### src/hw/rtl/paw_pkg.sv
// Package for the projected aperture overlap block: field widths, codes and shared types.
// Used by the channel interfaces and by every module under hw/rtl; depends on nothing.
package paw_pkg;

	localparam int NUM_UNITS_DEF = 3;
	localparam int SLOPE_FRAC_DEF = 16;

	localparam int POS_W = 13;
	localparam int EXT_W = 12;
	localparam int GAP_W = 10;
	localparam int UIDX_W = 2;
	localparam int PAIR_W = 2;
	localparam int Z_W = 15;
	localparam int DEN_W = 16;
	localparam int NUM_W = 16;
	localparam int EDGE_W = 14;
	localparam int OL_W = 20;
	localparam int FIFO_DEPTH = 4;

	localparam logic OP_LOAD = 1'b0;
	localparam logic OP_QUERY = 1'b1;
	localparam logic AXIS_X = 1'b0;

	localparam logic [PAIR_W-1:0] PAIR_01 = 2'd0;
	localparam logic [PAIR_W-1:0] PAIR_02 = 2'd1;
	localparam logic [PAIR_W-1:0] PAIR_12 = 2'd2;

	localparam logic [UIDX_W-1:0] UNIT_0 = 2'd0;
	localparam logic [UIDX_W-1:0] UNIT_1 = 2'd1;
	localparam logic [UIDX_W-1:0] UNIT_2 = 2'd2;

	localparam logic [1:0] KIND_RUN = 2'd0;
	localparam logic [1:0] KIND_ZERO = 2'd1;
	localparam logic [1:0] KIND_DERR = 2'd2;

	typedef struct packed {
		logic signed [POS_W-1:0] x_org;
		logic signed [POS_W-1:0] y_org;
		logic [EXT_W-1:0] x_ext;
		logic [EXT_W-1:0] y_ext;
		logic signed [POS_W-1:0] czp;
		logic [GAP_W-1:0] gap;
		logic ord;
	} unit_t;

	typedef struct packed {
		logic [1:0] kind;
		logic signed [Z_W-1:0] z0lo;
		logic signed [Z_W-1:0] z0hi;
		logic signed [Z_W-1:0] z1lo;
		logic signed [Z_W-1:0] z1hi;
		logic signed [EDGE_W-1:0] lo0;
		logic signed [EDGE_W-1:0] hi0;
		logic signed [EDGE_W-1:0] lo1;
		logic signed [EDGE_W-1:0] hi1;
	} geo_t;

	typedef struct packed {
		geo_t geo;
		logic signed [NUM_W-1:0] num;
		logic signed [DEN_W-1:0] den;
	} job_t;

	typedef struct packed {
		logic full;
		logic empty;
	} fifo_stat_t;

endpackage

### src/hw/rtl/paw_fifo.sv
// Short job queue between the front and back parts.
// Depends on paw_pkg.
module paw_fifo (
	input logic clk,
	input logic arst_n,
	input logic push,
	input paw_pkg::job_t wr_job,
	input logic take,
	output paw_pkg::job_t rd_job,
	output paw_pkg::fifo_stat_t stat
);
	localparam int D = paw_pkg::FIFO_DEPTH;
	localparam int AW = $clog2(D);

	paw_pkg::job_t mem_q [D];
	logic [AW-1:0] wp_q, rp_q;
	logic [AW:0] cnt_q;

	assign stat.full = cnt_q == (AW + 1)'(D);
	assign stat.empty = cnt_q == '0;
	assign rd_job = mem_q[rp_q];

	always_ff @(posedge clk or negedge arst_n) begin
		if (!arst_n) begin
			wp_q <= '0;
			rp_q <= '0;
			cnt_q <= '0;
		end else begin
			if (push) begin
				wp_q <= wp_q + 1'b1;
			end
			if (take) begin
				rp_q <= rp_q + 1'b1;
			end
			case ({push, take})
				2'b10: cnt_q <= cnt_q + 1'b1;
				2'b01: cnt_q <= cnt_q - 1'b1;
				default: cnt_q <= cnt_q;
			endcase
		end
	end

	always_ff @(posedge clk) begin
		if (push) begin
			mem_q[wp_q] <= wr_job;
		end
	end
endmodule

### config.mk
export PLATFORM = sky130hd
export DESIGN_NAME = paw_fifo
export DESIGN_NICKNAME = d
export VERILOG_FILES = /design/src/hw/rtl/paw_pkg.sv /design/src/hw/rtl/paw_fifo.sv
export SDC_FILE = /design/constraint.sdc
export NUM_CORES = 1
export LEC_CHECK = 0
export BUFFER_PORTS_ARGS = -buffer_cell sky130_fd_sc_hd__buf_2
export CAP_MARGIN = 40
export CORE_UTILIZATION = 57
export DETAILED_ROUTE_END_ITERATION = 10
export PLACE_DENSITY_LB_ADDON = 0.1
export SETUP_SLACK_MARGIN = 0.1
export SLEW_MARGIN = 20
export SYNTH_ARGS = -nofsm -noshare
export SYNTH_HDL_FRONTEND = slang
export SYNTH_SLANG_ARGS = --single-unit
### constraint.sdc
create_clock -name clk -period 5.4 [get_ports clk]
set_input_delay 1.35 -clock clk [delete_from_list [all_inputs] [get_ports clk]]
set_output_delay 1.35 -clock clk [all_outputs]
set_load 0.02 [all_outputs]
==> results of run 1 <==
## sequential cells by signal, indices dropped and copies added (netlist names)
signal  cells
mem_q     600
wp_q        2
cnt_q       3
rp_q        2
## metal layers
| metal | share of wire [%] | vias to the layer above |
|---|---|---|
| li1 | - | 4271 |
| met3 | 8.0 | 70 |
| met1 | 41 | 5060 |
| met5 | 0.34 | - |
| met4 | 1.9 | 18 |
| met2 | 49 | 282 |
## area by class of cell
| class | instances | area, um^2 |
|---|---|---|
| Antenna cell | 3 | 7.51 |
| Clock buffer | 72 | 1570 |
| Clock inverter | 37 | 239 |
| Fill cell | 2391 | 11800 |
| Inverter | 6 | 22.5 |
| Multi-Input combinational cell | 174 | 3580 |
| Sequential cell | 607 | 18200 |
| Tap cell | 511 | 639 |
| Timing Repair Buffer | 321 | 1750 |
## per-stage QoR
| step | setup slack (ps) | cell area (um^2) | hold slack (ps) |
|---|---|---|---|
| after global placement | 1910 | 24200 | 474 |
| after detailed placement | 1910 | 24200 | 487 |
| after floorplan | 118 | 22000 | 457 |
| after CTS | 1260 | 26000 | 500 |
| final | 1380 | 26000 | 499 |
| after global routing | 1180 | 26000 | 522 |
## report_power, final
part	total [uW]	internal [uW]	switching (uW)
sequential	6470	6160	313
combinational	4510	1820	2690
clock	3800	2190	1610
total	14800	10200	4620
## synth_stat cells
cell,count
clkbuf_1,6
xor2_1,4
edfxtp_1,600
o21ai_0,2
nand2_1,3
nor2_1,1
and2_1,4
xnor2_1,2
inv_1,6
ha_1,5
mux4_2,150
dfrtp_1,7
fa_1,1
buf_2,18
and3_1,1
nor3_1,1
buf_6,10
## path summary, 6_finish.rpt
| path | start | to | slack (ps) | depth (start not counted) |
|---|---|---|---|---|
| setup / recovery | rp_q[0] | rd_job[32] | 1380 | 3 |
| hold / removal | cnt_q[2] | cnt_q[2] | 500 | 1 |
| setup reg to reg | wp_q[1] | mem_q[1][109] | 3250 | 4 |
| hold reg to reg | cnt_q[2] | cnt_q[2] | 500 | 1 |
| max in group asynchronous | arst_n | rp_q[0] | 4640 | 1 |
| min in group asynchronous | arst_n | cnt_q[1] | 580 | 1 |
## cell families (layout without fill, tap and decap cells)
family,count (synthesis),after routing
DFF,607,607
and+or+nand+nor,10,10
other,0,3
xor gates and xnor gates,6,6
muxes,150,150
adders and majority gates,6,6
AOI/OAI and AO/OA,2,2
buffers and inverters,40,436
==> results.py, run 1 <==
metrics = {
    "run_status": {
        "status": "complete, no violations",
    },
    "cells_and_area": {
        "final_cell_count_no_fill": 1731,
        "final_cell_mix": "edfxtp_1, buf_2, mux4_2",
        "area_growth_pct": 18.1,
        "final_util_pct": 68.7,
        "layout_commonest_cell": "edfxtp_1",
        "final_nets": 1328,
        "drive_gt1_share_pct": 45.2,
    },
    "die": {
        "core-area_um2": 37800,
        "fp.dieW_um": 199,
        "start_util_pct": 58.2,
        "ioPinCount": 306,
        "fp.dieH_um": 199,
        "rows": 71,
        "dieArea_um2": 39400,
    },
    "route": {
        "finalWirelength_um": 40200,
        "ant_nets": 0,
        "vias": 9701,
        "drt-initial-drc-count": 489,
        "drt_first_pass_iters": 6,
        "drc": 0,
        "vias_per_cell": 5.60,
        "wl_per_cell_um": 23.2,
    },
    "cts": {
        "cts_buffers": 58,
        "cts-root-buf": "clkbuf_16",
        "insertion_delay_ps": 600,
        "htreeDepth": 2,
        "cts-resized-gates": 0,
        "cts.sinks": 607,
        "cts_tree": "yes",
        "postCtsSetupBuffers": 0,
        "cts-hold-fix-buffers": 0,
        "clock_path_buffers": 3,
        "path_clk_slew_ps": 60,
    },
    "worst_setup_path": {
        "worst-path-buf-inv": 2,
        "endpoint_kind": "primary output",
        "required_ps": 4050,
        "cp_slowest_cell": "dfrtp_4",
        "start_kind": "register",
        "crit_family": "flip-flops",
        "crit_type": "reg -> out",
        "crit_arrival_ps": 2670,
        "crit_fanout": 53,
        "cp_cell_sequence": "buf_12 > mux4_2 > buf_2",
        "cpPeakStageDelay_ps": 780,
    },
    "sta": {
        "finalHoldViolations": 0,
        "tightest_slew_ps": 788,
        "setup_viol": 0,
        "drv_slew": 0,
        "rsz0062_at_grt": "false",
        "tns_ps": 0,
        "min_period_over_period_pct": 74.5,
        "finalCriticalPeriod_ps": 4020,
        "max_freq_ghz": 0.249,
        "max_slew_margin_pct": 47.5,
        "clock_skew_ps": 15.9,
    },
    "synth": {
        "synth_xor_area_share_pct": 0.239,
        "avgSynthCellArea_um2": 26.8,
        "synthSimpleGateAreaFrac_pct": 0.233,
        "synthTopCellsByArea": "edfxtp_1, mux4_2, dfrtp_1, buf_6, buf_2",
        "syn_nets": 981,
        "synth_top_family_by_area": "multiplexers",
        "yosys_warnings": 0,
        "synthMuxAreaShare_pct": 15.3,
        "ys_ff_latch": 607,
        "syn_inst": 821,
        "synth_fa_ha_area_share_pct": 0.375,
        "synth_area_um2": 22000,
        "yosysUniqueCellTypes": 17,
        "synth_compound_area_share_pct": 0.0455,
        "yosysTopAreaCell": "edfxtp_1",
        "yosysSeqAreaShare_pct": 82.6,
        "synth_top_cell_area_share_pct": 81.8,
    },
    "power": {
        "vdd_drop_max_mv": 0.437,
        "pwr_density_cell_nw_per_um2": 568,
        "leakage_uw": 0.00886,
        "power_uw": 14800,
    },
    "global_routing": {
        "grtUsageMet2_pct": 32.4,
        "gr-total-overflow": 0,
        "grtUsageMet3_pct": 7.48,
        "grtUsageMet1_pct": 28.5,
        "grt-busiest-layer": "met2",
        "grt_start_max_net_pins": 99,
        "grt_antenna_before_repair": 12,
        "grt_pass1_vias": 9895,
        "grt_pass1_wl_um": 60000,
        "grt_use_total_pct": 20.9,
    },
    "min_path": {
        "hold_path_class": "reg -> reg",
    },
    "placement": {
        "dpl.cell_count": 1618,
        "dp_hpwl_um": 23700,
        "io_buffer_count": 305,
        "place_congestion": 0.700,
    },
    "flow_run": {
        "drv_cap": 0,
    },
}
No activity file was read; power rests on OpenSTA's default activity.
==> inputs of run 2 (changes only) <==
CORE_UTILIZATION = 51   (was 57)
clock period = 3.4 ns   (was 5.4 ns; I/O delays follow)
==> run 2 against run 1 <==
  * Clock skew rose by 3.1 ps
  * Critical endpoint is now rd_job[135]
  * Sequential share of layout area fell by 1.4 points
  * Highest routed layer unchanged
  * Critical path type unchanged
  * Clock power rose by 73%
==> results.py, run 2 (synthesized netlist as in run 1, its figures left out) <==
metrics = {
    "run_status": {
        "status": "complete, no violations",
    },
    "worst_setup_path": {
        "cp_slowest_cell": "mux4_2",
        "start_kind": "register",
        "cp_common_cell": "buf_12",
        "cp_cell_sequence": "buf_12 > buf_12 > mux4_2 > buf_2",
        "cpPeakStageDelay_ps": 560,
        "endpoint_kind": "primary output",
        "r2r-end": "mem_q[1][65]",
        "crit_arrival_ps": 2250,
        "reg2reg_depth": 4,
        "crit_type": "reg -> out",
        "startpoint": "rp_q[0]",
        "r2r-start": "wp_q[1]",
        "crit_fanout": 32,
        "endpoint": "rd_job[135]",
        "rrSetupSlack_ps": 1470,
        "required_ps": 2550,
    },
    "power": {
        "pwr-share-seq_pct": 41.4,
        "switching_power_uw": 7610,
        "power_frac_comb_pct": 31.8,
        "p_int_uw": 16900,
        "vdd_drop_max_mv": 0.684,
        "power_uw": 24500,
        "pwr_density_cell_nw_per_um2": 922,
        "leakage_uw": 0.00911,
        "clock_power_share_pct": 26.8,
        "netSwitchingFraction_pct": 31.1,
    },
    "route": {
        "finalWirelength_um": 42800,
        "vias": 9848,
        "wl_per_cell_um": 24.0,
        "ant_nets": 0,
        "vias_per_cell": 5.53,
        "drc": 0,
        "drt_first_pass_iters": 5,
        "drt-initial-drc-count": 714,
    },
    "sta": {
        "setup_viol": 0,
        "rsz0062_at_grt": "false",
        "min_period_over_period_pct": 91.2,
        "max_slew_margin_pct": 53.8,
        "setup_slack_ps": 299,
        "clock_skew_ps": 19.0,
        "tns_ps": 0,
        "max_freq_ghz": 0.322,
        "drv_slew": 0,
        "finalHoldViolations": 0,
        "tightest_slew_ps": 694,
        "finalCriticalPeriod_ps": 3100,
    },
    "die": {
        "core-area_um2": 42200,
        "fp.dieH_um": 210,
        "start_util_pct": 52.1,
        "dieArea_um2": 44000,
        "rows": 75,
        "fp.dieW_um": 210,
        "ioPinCount": 306,
    },
    "cts": {
        "cts-root-buf": "clkbuf_16",
        "htreeDepth": 2,
        "cts_buffers": 59,
        "path_clk_slew_ps": 60,
        "cts-hold-fix-buffers": 0,
        "cts.sinks": 607,
        "clock_path_buffers": 3,
        "cts_tree": "yes",
        "insertion_delay_ps": 610,
    },
    "cells_and_area": {
        "final_nets": 1350,
        "reg_top3": "mem_q (600), cnt_q (3)",
        "fillers": 2950,
        "final_cell_mix": "edfxtp_1, buf_2, mux4_2",
        "drive_gt1_share_pct": 47.4,
        "largest_register_ffs": 600,
        "area_growth_pct": 20.6,
        "top_register": "mem_q",
        "layout_commonest_cell": "edfxtp_1",
    },
    "global_routing": {
        "grt_start_max_net_pins": 58,
        "grt_use_total_pct": 19.7,
        "grt_pass1_vias": 10500,
        "grt_antenna_before_repair": 10,
        "gr-total-overflow": 0,
        "grt_pass1_wl_um": 64100,
    },
    "placement": {
        "dp_worst_setup_slack_ps": 640,
        "place_congestion": 0.749,
        "io_buffer_count": 305,
        "dp_hpwl_um": 26000,
    },
    "min_path": {
        "hold_path_class": "in -> async",
    },
    "flow_run": {
        "drv_cap": 0,
    },
}
==> run 2: area by class of cell <==
| class | count | area [um^2] | share of cell area (%) |
|---|---|---|---|
| well taps | 539 | 674 | 2.54 |
| multi-input cells | 174 | 3580 | 13.5 |
| diodes | 4 | 10.0 | 0.0377 |
| repair buffers | 342 | 2090 | 7.88 |
| flip-flops and latches | 607 | 18200 | 68.6 |
| clock buffers | 72 | 1570 | 5.91 |
| inverters | 6 | 22.5 | 0.0848 |
| clock inverters | 38 | 395 | 1.49 |
==> run 2: power by group through the flow <==
stage	sequential [uW]	combinational (uW)	clock [uW]
final	10100	7770	6560
after global routing	10300	8290	6960
after CTS	10200	7890	6710
after detailed placement	10400	7730	0
after global placement	10400	7740	0
after floorplan	10200	5220	0
==> run 2: worst max-delay path: cells and delay by family (launching register included) <==
kind,cells,cell delay (ps)
flops,1,470
buf+inv,3,600
mux,1,560
==> run 2: routing by layer <==
| layer | wire, um | GRT usage (%) |
|---|---|---|
| met4 | 840 | 5.13 |
| met1 | 18100 | 27.2 |
| met3 | 3320 | 6.66 |
| met5 | 76 | 0 |
| met2 | 20500 | 30.6 |
==> run 2: repair_timing <==
action	4_1_cts	5_1_grt
resized for setup	0	0
setup endpoints to repair	76	7
setup buffers	4	1
==> run 2: worst min-delay path by stage <==
stage | startpoint | endpoint | slack, ps | cells past startpoint
6_report | arst_n | wp_q[1] | 70 | 1
5_1_grt | arst_n | cnt_q[0] | 40 | 1
4_1_cts | arst_n | cnt_q[0] | 30 | 1
3_5_place_dp | cnt_q[2] | cnt_q[2] | 490 | 1
3_3_place_gp | cnt_q[2] | cnt_q[2] | 480 | 1
2_1_floorplan | cnt_q[2] | cnt_q[2] | 460 | 1
==> run 2: per-stage QoR <==
stage | cell area [um^2] | hold WS (ps) | util [%] | instances
floorplan | 22000 | 457 | - | 821
global placement | 24500 | 482 | 58.0 | 1663
detailed placement | 24500 | 489 | 58.0 | 1663
CTS | 26500 | 27.6 | 62.8 | 1777
global route | 26500 | 44.8 | 62.8 | 1779
finish | 26500 | 65.3 | 62.9 | 1782
