<file path="src/hw/rtl/paw_pkg.sv">
// Package for the projected aperture overlap block: field widths, codes and shared types.
// Used by the channel interfaces and by every module under hw/rtl; depends on nothing.
package paw_pkg;

	localparam int NUM_UNITS_DEF = 3;
	localparam int SLOPE_FRAC_DEF = 16;

	localparam int POS_W = 13;
	localparam int EXT_W = 12;
	localparam int GAP_W = 10;
	localparam int UIDX_W = 2;
	localparam int PAIR_W = 2;
	localparam int Z_W = 15;
	localparam int DEN_W = 16;
	localparam int NUM_W = 16;
	localparam int EDGE_W = 14;
	localparam int OL_W = 20;
	localparam int FIFO_DEPTH = 4;

	localparam logic OP_LOAD = 1'b0;
	localparam logic OP_QUERY = 1'b1;
	localparam logic AXIS_X = 1'b0;

	localparam logic [PAIR_W-1:0] PAIR_01 = 2'd0;
	localparam logic [PAIR_W-1:0] PAIR_02 = 2'd1;
	localparam logic [PAIR_W-1:0] PAIR_12 = 2'd2;

	localparam logic [UIDX_W-1:0] UNIT_0 = 2'd0;
	localparam logic [UIDX_W-1:0] UNIT_1 = 2'd1;
	localparam logic [UIDX_W-1:0] UNIT_2 = 2'd2;

	localparam logic [1:0] KIND_RUN = 2'd0;
	localparam logic [1:0] KIND_ZERO = 2'd1;
	localparam logic [1:0] KIND_DERR = 2'd2;

	typedef struct packed {
		logic signed [POS_W-1:0] x_org;
		logic signed [POS_W-1:0] y_org;
		logic [EXT_W-1:0] x_ext;
		logic [EXT_W-1:0] y_ext;
		logic signed [POS_W-1:0] czp;
		logic [GAP_W-1:0] gap;
		logic ord;
	} unit_t;

	typedef struct packed {
		logic [1:0] kind;
		logic signed [Z_W-1:0] z0lo;
		logic signed [Z_W-1:0] z0hi;
		logic signed [Z_W-1:0] z1lo;
		logic signed [Z_W-1:0] z1hi;
		logic signed [EDGE_W-1:0] lo0;
		logic signed [EDGE_W-1:0] hi0;
		logic signed [EDGE_W-1:0] lo1;
		logic signed [EDGE_W-1:0] hi1;
	} geo_t;

	typedef struct packed {
		geo_t geo;
		logic signed [NUM_W-1:0] num;
		logic signed [DEN_W-1:0] den;
	} job_t;

	typedef struct packed {
		logic full;
		logic empty;
	} fifo_stat_t;

endpackage

</file>
<file path="src/hw/rtl/paw_in_if.sv">
// Command channel of the projected aperture overlap block: loads and queries.
// Depends on paw_pkg for field widths.
interface paw_in_if;
	logic valid;
	logic ready;
	logic operation;
	logic [paw_pkg::UIDX_W-1:0] unit_index;
	logic signed [paw_pkg::POS_W-1:0] unit_x_origin;
	logic signed [paw_pkg::POS_W-1:0] unit_y_origin;
	logic [paw_pkg::EXT_W-1:0] unit_x_extent;
	logic [paw_pkg::EXT_W-1:0] unit_y_extent;
	logic signed [paw_pkg::POS_W-1:0] unit_depth_centre;
	logic [paw_pkg::GAP_W-1:0] unit_gap;
	logic unit_layer_order;
	logic axis_select;
	logic [paw_pkg::PAIR_W-1:0] unit_pair;
	logic signed [paw_pkg::POS_W-1:0] position_diff;

	modport source(output valid, operation, unit_index, unit_x_origin, unit_y_origin,
		unit_x_extent, unit_y_extent, unit_depth_centre, unit_gap, unit_layer_order,
		axis_select, unit_pair, position_diff, input ready);
	modport sink(input valid, operation, unit_index, unit_x_origin, unit_y_origin,
		unit_x_extent, unit_y_extent, unit_depth_centre, unit_gap, unit_layer_order,
		axis_select, unit_pair, position_diff, output ready);
endinterface

</file>
<file path="src/hw/rtl/paw_front.sv">
// Front part: accepts items, keeps the unit geometry store and classifies queries into jobs.
// Depends on paw_pkg and paw_in_if.
module paw_front #(
	parameter int NUM_UNITS = paw_pkg::NUM_UNITS_DEF
) (
	input logic clk,
	input logic arst_n,
	paw_in_if.sink cmd,
	input paw_pkg::fifo_stat_t stat,
	output logic push,
	output paw_pkg::job_t job
);
	localparam int UW = (NUM_UNITS > 1) ? $clog2(NUM_UNITS) : 1;
	localparam int ZW = paw_pkg::Z_W;
	localparam int DW = paw_pkg::DEN_W;
	localparam int NW = paw_pkg::NUM_W;
	localparam int EW = paw_pkg::EDGE_W;

	paw_pkg::unit_t unit_mem_q [NUM_UNITS];
	paw_pkg::unit_t rd0_s1, rd1_s1, g0, g1;
	logic ok0_s1, ok1_s1, axis_s1, v_s1, acc, wr_ok;
	logic [paw_pkg::PAIR_W-1:0] pair_s1;
	logic signed [paw_pkg::POS_W-1:0] diff_s1, pos0, pos1;
	logic [paw_pkg::EXT_W-1:0] ext0, ext1;
	logic [paw_pkg::UIDX_W-1:0] u0, u1;
	logic signed [ZW-1:0] zlo0, zhi0, zlo1, zhi1, zdet0, zdet1;
	logic signed [DW-1:0] den;
	logic signed [NW-1:0] num;

	assign push = v_s1 && !stat.full;
	assign cmd.ready = !v_s1 || !stat.full;
	assign acc = cmd.valid && cmd.ready;
	assign wr_ok = cmd.unit_index < NUM_UNITS;
	assign u0 = (cmd.unit_pair == paw_pkg::PAIR_12) ? paw_pkg::UNIT_1 : paw_pkg::UNIT_0;
	assign u1 = (cmd.unit_pair == paw_pkg::PAIR_01) ? paw_pkg::UNIT_1 : paw_pkg::UNIT_2;

	always_ff @(posedge clk or negedge arst_n) begin
		if (!arst_n) begin
			v_s1 <= 1'b0;
		end else if (acc && cmd.operation == paw_pkg::OP_QUERY) begin
			v_s1 <= 1'b1;
		end else if (push) begin
			v_s1 <= 1'b0;
		end
	end

	always_ff @(posedge clk) begin
		if (acc && cmd.operation == paw_pkg::OP_LOAD && wr_ok) begin
			unit_mem_q[UW'(cmd.unit_index)] <= '{cmd.unit_x_origin, cmd.unit_y_origin,
				cmd.unit_x_extent, cmd.unit_y_extent, cmd.unit_depth_centre, cmd.unit_gap,
				cmd.unit_layer_order};
		end
	end

	always_ff @(posedge clk) begin
		if (acc) begin
			rd0_s1 <= unit_mem_q[UW'(u0)];
			rd1_s1 <= unit_mem_q[UW'(u1)];
			ok0_s1 <= u0 < NUM_UNITS;
			ok1_s1 <= u1 < NUM_UNITS;
			axis_s1 <= cmd.axis_select;
			pair_s1 <= cmd.unit_pair;
			diff_s1 <= cmd.position_diff;
		end
	end

	always_comb begin
		g0 = ok0_s1 ? rd0_s1 : '0;
		g1 = ok1_s1 ? rd1_s1 : '0;
		pos0 = (axis_s1 == paw_pkg::AXIS_X) ? g0.x_org : g0.y_org;
		pos1 = (axis_s1 == paw_pkg::AXIS_X) ? g1.x_org : g1.y_org;
		ext0 = (axis_s1 == paw_pkg::AXIS_X) ? g0.x_ext : g0.y_ext;
		ext1 = (axis_s1 == paw_pkg::AXIS_X) ? g1.x_ext : g1.y_ext;
		zlo0 = (ZW'(g0.czp) <<< 1) - ZW'(g0.gap);
		zhi0 = (ZW'(g0.czp) <<< 1) + ZW'(g0.gap);
		zlo1 = (ZW'(g1.czp) <<< 1) - ZW'(g1.gap);
		zhi1 = (ZW'(g1.czp) <<< 1) + ZW'(g1.gap);
		zdet0 = (g0.ord == axis_s1) ? zlo0 : zhi0;
		zdet1 = (g1.ord == axis_s1) ? zlo1 : zhi1;
		den = DW'(zdet0) - DW'(zdet1);
		num = (NW'(diff_s1) <<< 1) + (NW'(pos0) <<< 1) + NW'(ext0)
			- (NW'(pos1) <<< 1) - NW'(ext1);
		job.num = num;
		job.den = den;
		job.geo.z0lo = zlo0;
		job.geo.z0hi = zhi0;
		job.geo.z1lo = zlo1;
		job.geo.z1hi = zhi1;
		job.geo.lo0 = EW'(pos0);
		job.geo.hi0 = EW'(pos0) + EW'(ext0);
		job.geo.lo1 = EW'(pos1);
		job.geo.hi1 = EW'(pos1) + EW'(ext1);
		if (pair_s1 != paw_pkg::PAIR_01 && pair_s1 != paw_pkg::PAIR_02
			&& pair_s1 != paw_pkg::PAIR_12) begin
			job.geo.kind = paw_pkg::KIND_ZERO;
		end else if (den == '0) begin
			job.geo.kind = paw_pkg::KIND_DERR;
		end else begin
			job.geo.kind = paw_pkg::KIND_RUN;
		end
	end
endmodule

</file>
<file path="src/flat_wrapper.sv">
// flat-port wrapper written by rule: the top's interface ports become plain ports
module paw_front_flat 
#(
	parameter int NUM_UNITS = paw_pkg::NUM_UNITS_DEF
)
  (clk, arst_n, stat, push, job, cmd_valid, cmd_operation, cmd_unit_index, cmd_unit_x_origin, cmd_unit_y_origin, cmd_unit_x_extent, cmd_unit_y_extent, cmd_unit_depth_centre, cmd_unit_gap, cmd_unit_layer_order, cmd_axis_select, cmd_unit_pair, cmd_position_diff, cmd_ready);
  paw_in_if cmd_i ();
  input logic clk;
  input logic arst_n;
  input paw_pkg::fifo_stat_t stat;
  output logic push;
  output paw_pkg::job_t job;
  input wire logic [$bits(cmd_i.valid)-1:0] cmd_valid;
  input wire logic [$bits(cmd_i.operation)-1:0] cmd_operation;
  input wire logic [$bits(cmd_i.unit_index)-1:0] cmd_unit_index;
  input wire logic [$bits(cmd_i.unit_x_origin)-1:0] cmd_unit_x_origin;
  input wire logic [$bits(cmd_i.unit_y_origin)-1:0] cmd_unit_y_origin;
  input wire logic [$bits(cmd_i.unit_x_extent)-1:0] cmd_unit_x_extent;
  input wire logic [$bits(cmd_i.unit_y_extent)-1:0] cmd_unit_y_extent;
  input wire logic [$bits(cmd_i.unit_depth_centre)-1:0] cmd_unit_depth_centre;
  input wire logic [$bits(cmd_i.unit_gap)-1:0] cmd_unit_gap;
  input wire logic [$bits(cmd_i.unit_layer_order)-1:0] cmd_unit_layer_order;
  input wire logic [$bits(cmd_i.axis_select)-1:0] cmd_axis_select;
  input wire logic [$bits(cmd_i.unit_pair)-1:0] cmd_unit_pair;
  input wire logic [$bits(cmd_i.position_diff)-1:0] cmd_position_diff;
  output wire logic [$bits(cmd_i.ready)-1:0] cmd_ready;
  assign cmd_i.valid = cmd_valid;
  assign cmd_i.operation = cmd_operation;
  assign cmd_i.unit_index = cmd_unit_index;
  assign cmd_i.unit_x_origin = cmd_unit_x_origin;
  assign cmd_i.unit_y_origin = cmd_unit_y_origin;
  assign cmd_i.unit_x_extent = cmd_unit_x_extent;
  assign cmd_i.unit_y_extent = cmd_unit_y_extent;
  assign cmd_i.unit_depth_centre = cmd_unit_depth_centre;
  assign cmd_i.unit_gap = cmd_unit_gap;
  assign cmd_i.unit_layer_order = cmd_unit_layer_order;
  assign cmd_i.axis_select = cmd_axis_select;
  assign cmd_i.unit_pair = cmd_unit_pair;
  assign cmd_i.position_diff = cmd_position_diff;
  assign cmd_ready = cmd_i.ready;
  paw_front #(.NUM_UNITS(NUM_UNITS)) u_core (.clk(clk), .arst_n(arst_n), .cmd(cmd_i), .stat(stat), .push(push), .job(job));
endmodule
</file>
<file path="config.mk">
export PLATFORM = sky130hd
export DESIGN_NAME = paw_front_flat
export DESIGN_NICKNAME = d
export VERILOG_FILES = /design/src/hw/rtl/paw_pkg.sv /design/src/hw/rtl/paw_in_if.sv /design/src/hw/rtl/paw_front.sv /design/src/flat_wrapper.sv
export SDC_FILE = /design/constraint.sdc
export NUM_CORES = 1
export LEC_CHECK = 0
export ABC_CLOCK_PERIOD_IN_PS = 10600
export BUFFER_PORTS_ARGS = -buffer_cell sky130_fd_sc_hd__buf_2
export CAP_MARGIN = 20
export CORE_UTILIZATION = 53
export CTS_CLUSTER_DIAMETER = 50
export DETAILED_ROUTE_END_ITERATION = 16
export GPL_ROUTABILITY_DRIVEN = 0
export GPL_TIMING_DRIVEN = 1
export HOLD_SLACK_MARGIN = 0.06
export PLACE_DENSITY = 0.79
export SLEW_MARGIN = 20
export SYNTH_ARGS = -nofsm -noshare
export SYNTH_HDL_FRONTEND = slang
export SYNTH_SLANG_ARGS = --single-unit
</file>
<file path="constraint.sdc">
create_clock -name clk -period 10.6 [get_ports clk]
set_input_delay 2.12 -clock clk [delete_from_list [all_inputs] [get_ports clk]]
set_output_delay 2.12 -clock clk [all_outputs]
set_load 0.02 [all_outputs]
</file>
==> out/results.ini, run 1 <==
[run_status]
status = completed

[global_routing]
antenna_found_initial = 6
grt_pass1_vias = 12400
overflow = 0
grt_pass1_wl_microns = 67200
track_usage_pct = 23.0
grt_max_degree = 75

[drt]
vias_per_cell = 5.54
drt-initial-drc-count = 700
drt-pass1-iter-count = 5
wl_per_cell_microns = 20.2
vias = 12000
antenna_left = 0
drc = 0
routed_wl_microns = 43800

[clock_tree]
clk_latency_ns = 0.54
cts_tree = yes
numCtsBuffers = 40
cts_root_buf = clkbuf_16
cts_resized = 0
clockBufferDepth = 3
clock-sinks = 387
cts_max_level = 2
cts_setup_buffers = 0
clkSlewWorstSetupHoldPaths_ns = 0.06
cts-hold-fix-buffers = 0

[synthesis]
synth_ff_type = edfxtp_1
async_flop_share_pct = 0.258
synth.ff_latch_count = 387
synth.distinct_cells = 66
ys_seq_area_share_pct = 58.2
synth_edf_count = 386
yosysTopAreaCellShare_pct = 58.1
synth.avg_cell_area_sq_um = 14.1
synth_fp_nets = 1653
synth.area.top_cells = edfxtp_1, mux2_2, ha_1, xnor2_1, fa_1
ys_warn_count = 0
synth_area_sq_um = 19900
synth_cells = 1415
synth_area_leader_cell = edfxtp_1

[floorplan]
die_w_microns = 196
io_pins = 250
die_y_microns = 196
start_util_pct = 54.2
rows = 70
die_area_sq_um = 38400
core_area_sq_um = 36800

[sta]
maxSlewViolCount = 0
period_share_pct = 78.6
finClkSkew_ns = 0.0172
setup_viol = 0
max_freq_ghz = 0.120
fin_crit_ns = 8.33
final_hold_viol_count = 0
slew_headroom_pct = 42.3
tightestPinTransition_ns = 0.865
rsz0062_at_grt = false

[cells_and_area]
final_cells = 2173
design_area_sq_um = 23100
synthToLayoutAreaGrowth_pct = 15.6
final_util_pct = 62.7
drive_gt1_share_pct = 31.4
layout_common_cells = edfxtp_1, buf_2, mux2_2
final_common_cell = edfxtp_1
nets = 1908

[critical_path]
cp_slowest_cell = fa_1
critPathLaunch = u_core.axis_s1
worst_r2r_endpoint = u_core.unit_mem_q[2][37]
end_kind = output port
r2r_slack_ns = 7.67
critical_path_arrival_ns = 6.21
path_cells = buf_4 > mux2_2 > ha_1 > fa_1 > a21o_1 > a21oi_1 > o21ai_1 > a31oi_1 > nor2_1 > o21a_1 > nor2_1 > xor2_1 > fa_1 > fa_1 > inv_1 > ha_1 > nor2b_1 > a31oi_1 > o21ai_1 > a21oi_1 > xnor2_1 > buf_2
cp-start-kind = flop
path_class = reg -> out
crit_fanout = 26
cp_common_cell = fa_1
required_ns = 8.48
reg2reg_depth = 6
slowest_delay_ns = 0.51
rr_startpoint = u_core.v_s1

[worst_hold_path]
hold_class = reg -> reg
hold_end = u_core.v_s1
whs_path_depth = 2
hold_start = u_core.v_s1

[placement]
placed_area_sq_um = 21700
io_buffers = 248
dp.cells = 2096
dp_hpwl_microns = 31300

[power]
vdd_drop_max_mv = 0.138
power.leakage_uw = 0.00904
power.density_nw_per_um2 = 212

[run]
max_cap_viol_count = 0

-- area by class of cell --
type	count	area, sq um
Clock buffer	48	1070
Antenna cell	4	10.0
Inverter	98	368
Multi-Input combinational cell	881	7800
Sequential cell	387	11600
Timing Repair Buffer	262	1350
Clock inverter	25	256
Tap cell	468	586
Fill cell	2729	13700
-- registers in the layout (all words and copies together), names as in the netlist --
signal             cells
u_core.pair_s1         2
u_core.rd0_s1         74
u_core.axis_s1         1
u_core.rd1_s1         74
u_core.diff_s1        13
u_core.v_s1            1
u_core.unit_mem_q    222
-- synthesized netlist by cell type, types with 3 or more instances --
master	n
fa_1	30
edfxtp_1	386
nand4_1	3
o21ai_1	12
nand2_1	34
or3_1	5
nand3_1	8
xor2_1	35
clkbuf_1	37
mux2i_1	31
a21oi_1	65
buf_4	6
and2_1	7
nor2b_1	18
nor3_1	23
inv_1	98
a31oi_1	4
o31ai_1	4
o21a_1	23
a211o_1	3
a21boi_1	3
mux2_2	188
a21o_1	19
nor3b_1	5
a31o_2	3
nor2_1	68
o21ai_0	20
a31o_1	3
xnor2_1	71
nand2b_1	22
a211oi_1	6
buf_1	6
a21boi_0	3
ha_1	110
and3_1	3
o21bai_1	13
o31a_1	5
-- worst max-delay path, delay by kind of cell, from the launching register on --
kind	cells	cell delay, ns
flops	1	0.35
mux	1	0.42
buf+inv	3	0.61
compound gates	8	1.63
simple gates	3	0.35
xor+xnor	2	0.32
fa+ha+maj	5	1.97
-- per-stage QoR --
stage	hold slack, ns	total power [uW]	worst slack, ns	setup TNS [ns]
after floorplan	0.525	3010	-2.16	-436.87
after global placement	0.481	3510	2.87	0
after detailed placement	0.524	3550	2.82	0
after CTS	0.535	4930	2.21	0
after global routing	0.550	5140	1.83	0
final	0.524	4900	2.27	0
-- power by group --
| part | internal, uW | switching (uW) |
|---|---|---|
| logic | 652 | 1100 |
| registers | 1750 | 22.7 |
| clock network | 808 | 574 |
-- layer usage --
| metal | track usage (%) | vias to the layer above | wire (microns) |
|---|---|---|---|
| li1 | - | 5714 | - |
| met1 | 28.5 | 5873 | 18100 |
| met2 | 41.5 | 388 | 22400 |
| met3 | 3.23 | 72 | 2230 |
| met4 | 6.92 | 2 | 1040 |
| met5 | 0 | - | 13 |
-- worst max path at each step --
stage / end / slack, ns
3_5_place_dp: job[30] / 2.82
6_report: job[31] / 2.27
2_1_floorplan: u_core.unit_mem_q[2][0] / -2.16
5_1_grt: job[31] / 1.83
4_1_cts: job[31] / 2.21
3_3_place_gp: job[30] / 2.87
-- kinds of logic after synthesis --
| kind of cell | count (synthesis) | synth area share (%) |
|---|---|---|
| AND/OR/NAND/NOR | 210 | 5.33 |
| AO/OA/AOI/OAI | 206 | 6.82 |
| flip-flops | 387 | 58.2 |
| multiplexers | 219 | 12.2 |
| adder cells (fa/ha/maj) | 140 | 9.91 |
| XOR/XNOR | 106 | 4.65 |
| buffers and inverters | 147 | 2.88 |
(Power assumes the default switching activity.)
==> run 2, diff against run 1 <==
--- a/config.mk
+++ b/config.mk
@@ -5,7 +5,7 @@
 export SDC_FILE = /design/constraint.sdc
 export NUM_CORES = 1
 export LEC_CHECK = 0
-export ABC_CLOCK_PERIOD_IN_PS = 10600
+export ABC_CLOCK_PERIOD_IN_PS = 7200
 export BUFFER_PORTS_ARGS = -buffer_cell sky130_fd_sc_hd__buf_2
 export CAP_MARGIN = 20
 export CORE_UTILIZATION = 53
==> constraint.sdc (replaced) <==
create_clock -name clk -period 7.2 [get_ports clk]
set_input_delay 1.44 -clock clk [delete_from_list [all_inputs] [get_ports clk]]
set_output_delay 1.44 -clock clk [all_outputs]
set_load 0.02 [all_outputs]
==> out/results.ini, run 2 (synthesis gave the netlist of run 1 again) <==
[critical_path]
path_class = reg -> out
end_kind = output port
critical_path_arrival_ns = 5.57
crit_fanout = 4
r2r_slack_ns = 4.08
required_ns = 5.76
reg2reg_depth = 6
rr_startpoint = u_core.v_s1
cp-endpoint = job[30]
worst_r2r_endpoint = u_core.unit_mem_q[1][36]
critPathLaunch = u_core.axis_s1
cp-start-kind = flop

[drt]
drt-initial-drc-count = 744
vias_per_cell = 5.61
drc = 0
antenna_left = 0
wl_per_cell_microns = 20.6
drt-pass1-iter-count = 7
vias = 12200
routed_wl_microns = 44900

[cells_and_area]
fill_cells = 2674
largest_reg_flops = 222
regArea_sq_um = 11600
nets = 1917
drive_gt1_share_pct = 32.9
top_register = u_core.unit_mem_q
multi_input_area_sq_um = 7970
final_common_cell = edfxtp_1
reg.largest.list = u_core.unit_mem_q: 222 flops, u_core.rd0_s1: 74 flops, u_core.rd1_s1: 74 flops
final_util_pct = 63.4
final_cells = 2180
synthToLayoutAreaGrowth_pct = 17.0
layout_common_cells = edfxtp_1, buf_2, mux2_2

[clock_tree]
clock-sinks = 387
cts-hold-fix-buffers = 0
numCtsBuffers = 43
cts_max_level = 2
clkSlewWorstSetupHoldPaths_ns = 0.06
clk_latency_ns = 0.55
cts_root_buf = clkbuf_16
clockBufferDepth = 3
cts_tree = yes

[floorplan]
start_util_pct = 54.2
die_w_microns = 196
core_area_sq_um = 36800
io_pins = 250
die_y_microns = 196
die_area_sq_um = 38400
rows = 70

[placement]
dp_hpwl_microns = 31800
io_buffers = 248
dp.cells = 2100

[global_routing]
grt_max_degree = 62
grt_pass1_wl_microns = 67600
overflow = 0
antenna_found_initial = 6
track_usage_pct = 23.1
grt_pass1_vias = 12500

[sta]
final_hold_viol_count = 0
tns_ns = 0
maxSlewViolCount = 0
slew_headroom_pct = 41.6
tightestPinTransition_ns = 0.876
finClkSkew_ns = 0.0163
setup_viol = 0
fin_crit_ns = 7.01
max_freq_ghz = 0.143
period_share_pct = 97.4

[worst_hold_path]
hold_start = u_core.v_s1
hold_class = reg -> reg

[power]
power.leakage_uw = 0.00912
vdd_drop_max_mv = 0.245
power.density_nw_per_um2 = 315

[run_status]
status = completed

[run]
max_cap_viol_count = 0

-- run 2: cell types whose count changed in the layout (fill, tap and decap cells not counted), sizes merged --
cell and change:
buf +6, bufinv -1, clkbuf +2, clkinv -2, clkinvlp -1, diode -1
inv +4
-- run 2: how the worst min path moves through the flow --
stage,end,cells after the start
finish,u_core.v_s1,2
floorplan,u_core.rd0_s1[0],1
detailed placement,u_core.v_s1,2
CTS,u_core.v_s1,2
global placement,u_core.v_s1,2
global route,u_core.v_s1,2
-- run 2: report_power, final --
group          internal, uW  total [uW]  leakage, uW  switching, uW
combinational          1020        2680      0.00487           1650
sequential             2570        2610      0.00360           34.2
clock                  1200        2070     0.000647            871
-- run 2: area by class of cell --
| class | count | share of cell area, % |
|---|---|---|
| clock inverter | 25 | 0.960 |
| timing repair buffer | 268 | 6.17 |
| tap | 468 | 2.51 |
| inverter | 98 | 1.58 |
| antenna | 3 | 0.0322 |
| sequential | 387 | 49.8 |
| clock buffer | 50 | 4.81 |
| multi-input combinational | 881 | 34.2 |
-- run 2: timing repair --
action | CTS | global route
pin swaps | 1 | 12
setup endpoints to repair | 3 | 6
gates resized for setup | 7 | 29
buffers inserted | 1 | 1
-- run 2: critical path, stage by stage, from the launching register on --
cell and delay, ns:
edfxtp_1 0.46, buf_6 0.15, mux2i_4 0.26, inv_2 0.09
ha_1 0.30, a21o_1 0.22, a21oi_4 0.16, buf_4 0.14
xnor2_2 0.10, fa_1 0.46, fa_1 0.55, inv_1 0.04
ha_1 0.34, a21o_1 0.20, a31o_1 0.21, a31o_1 0.28
a41oi_2 0.24, a21oi_1 0.15, a21o_1 0.21, a21oi_2 0.15
xnor2_1 0.13, buf_4 0.17
-- run 2: through the flow --
stage                     instance area [sq um]  hold slack [ns]  worst slack [ns]  total power [uW]
after global placement                    21800            0.480             0.461              5180
after global routing                      23300            0.539           -0.0428              7690
after floorplan                           20000            0.525            -0.437              4420
final                                     23300            0.504             0.188              7350
after CTS                                 23200            0.504            0.0254              7320
after detailed placement                  21800            0.491             0.382              5220
-- run 2: metal layers --
layer / track usage [%] / up-vias / share of wire (%)
li1: - / 5737 / -
met1: 28.6 / 6054 / 42
met5: 0 / - / 0.060
met4: 6.22 / 4 / 2.1
met3: 3.47 / 65 / 4.9
met2: 41.9 / 364 / 51
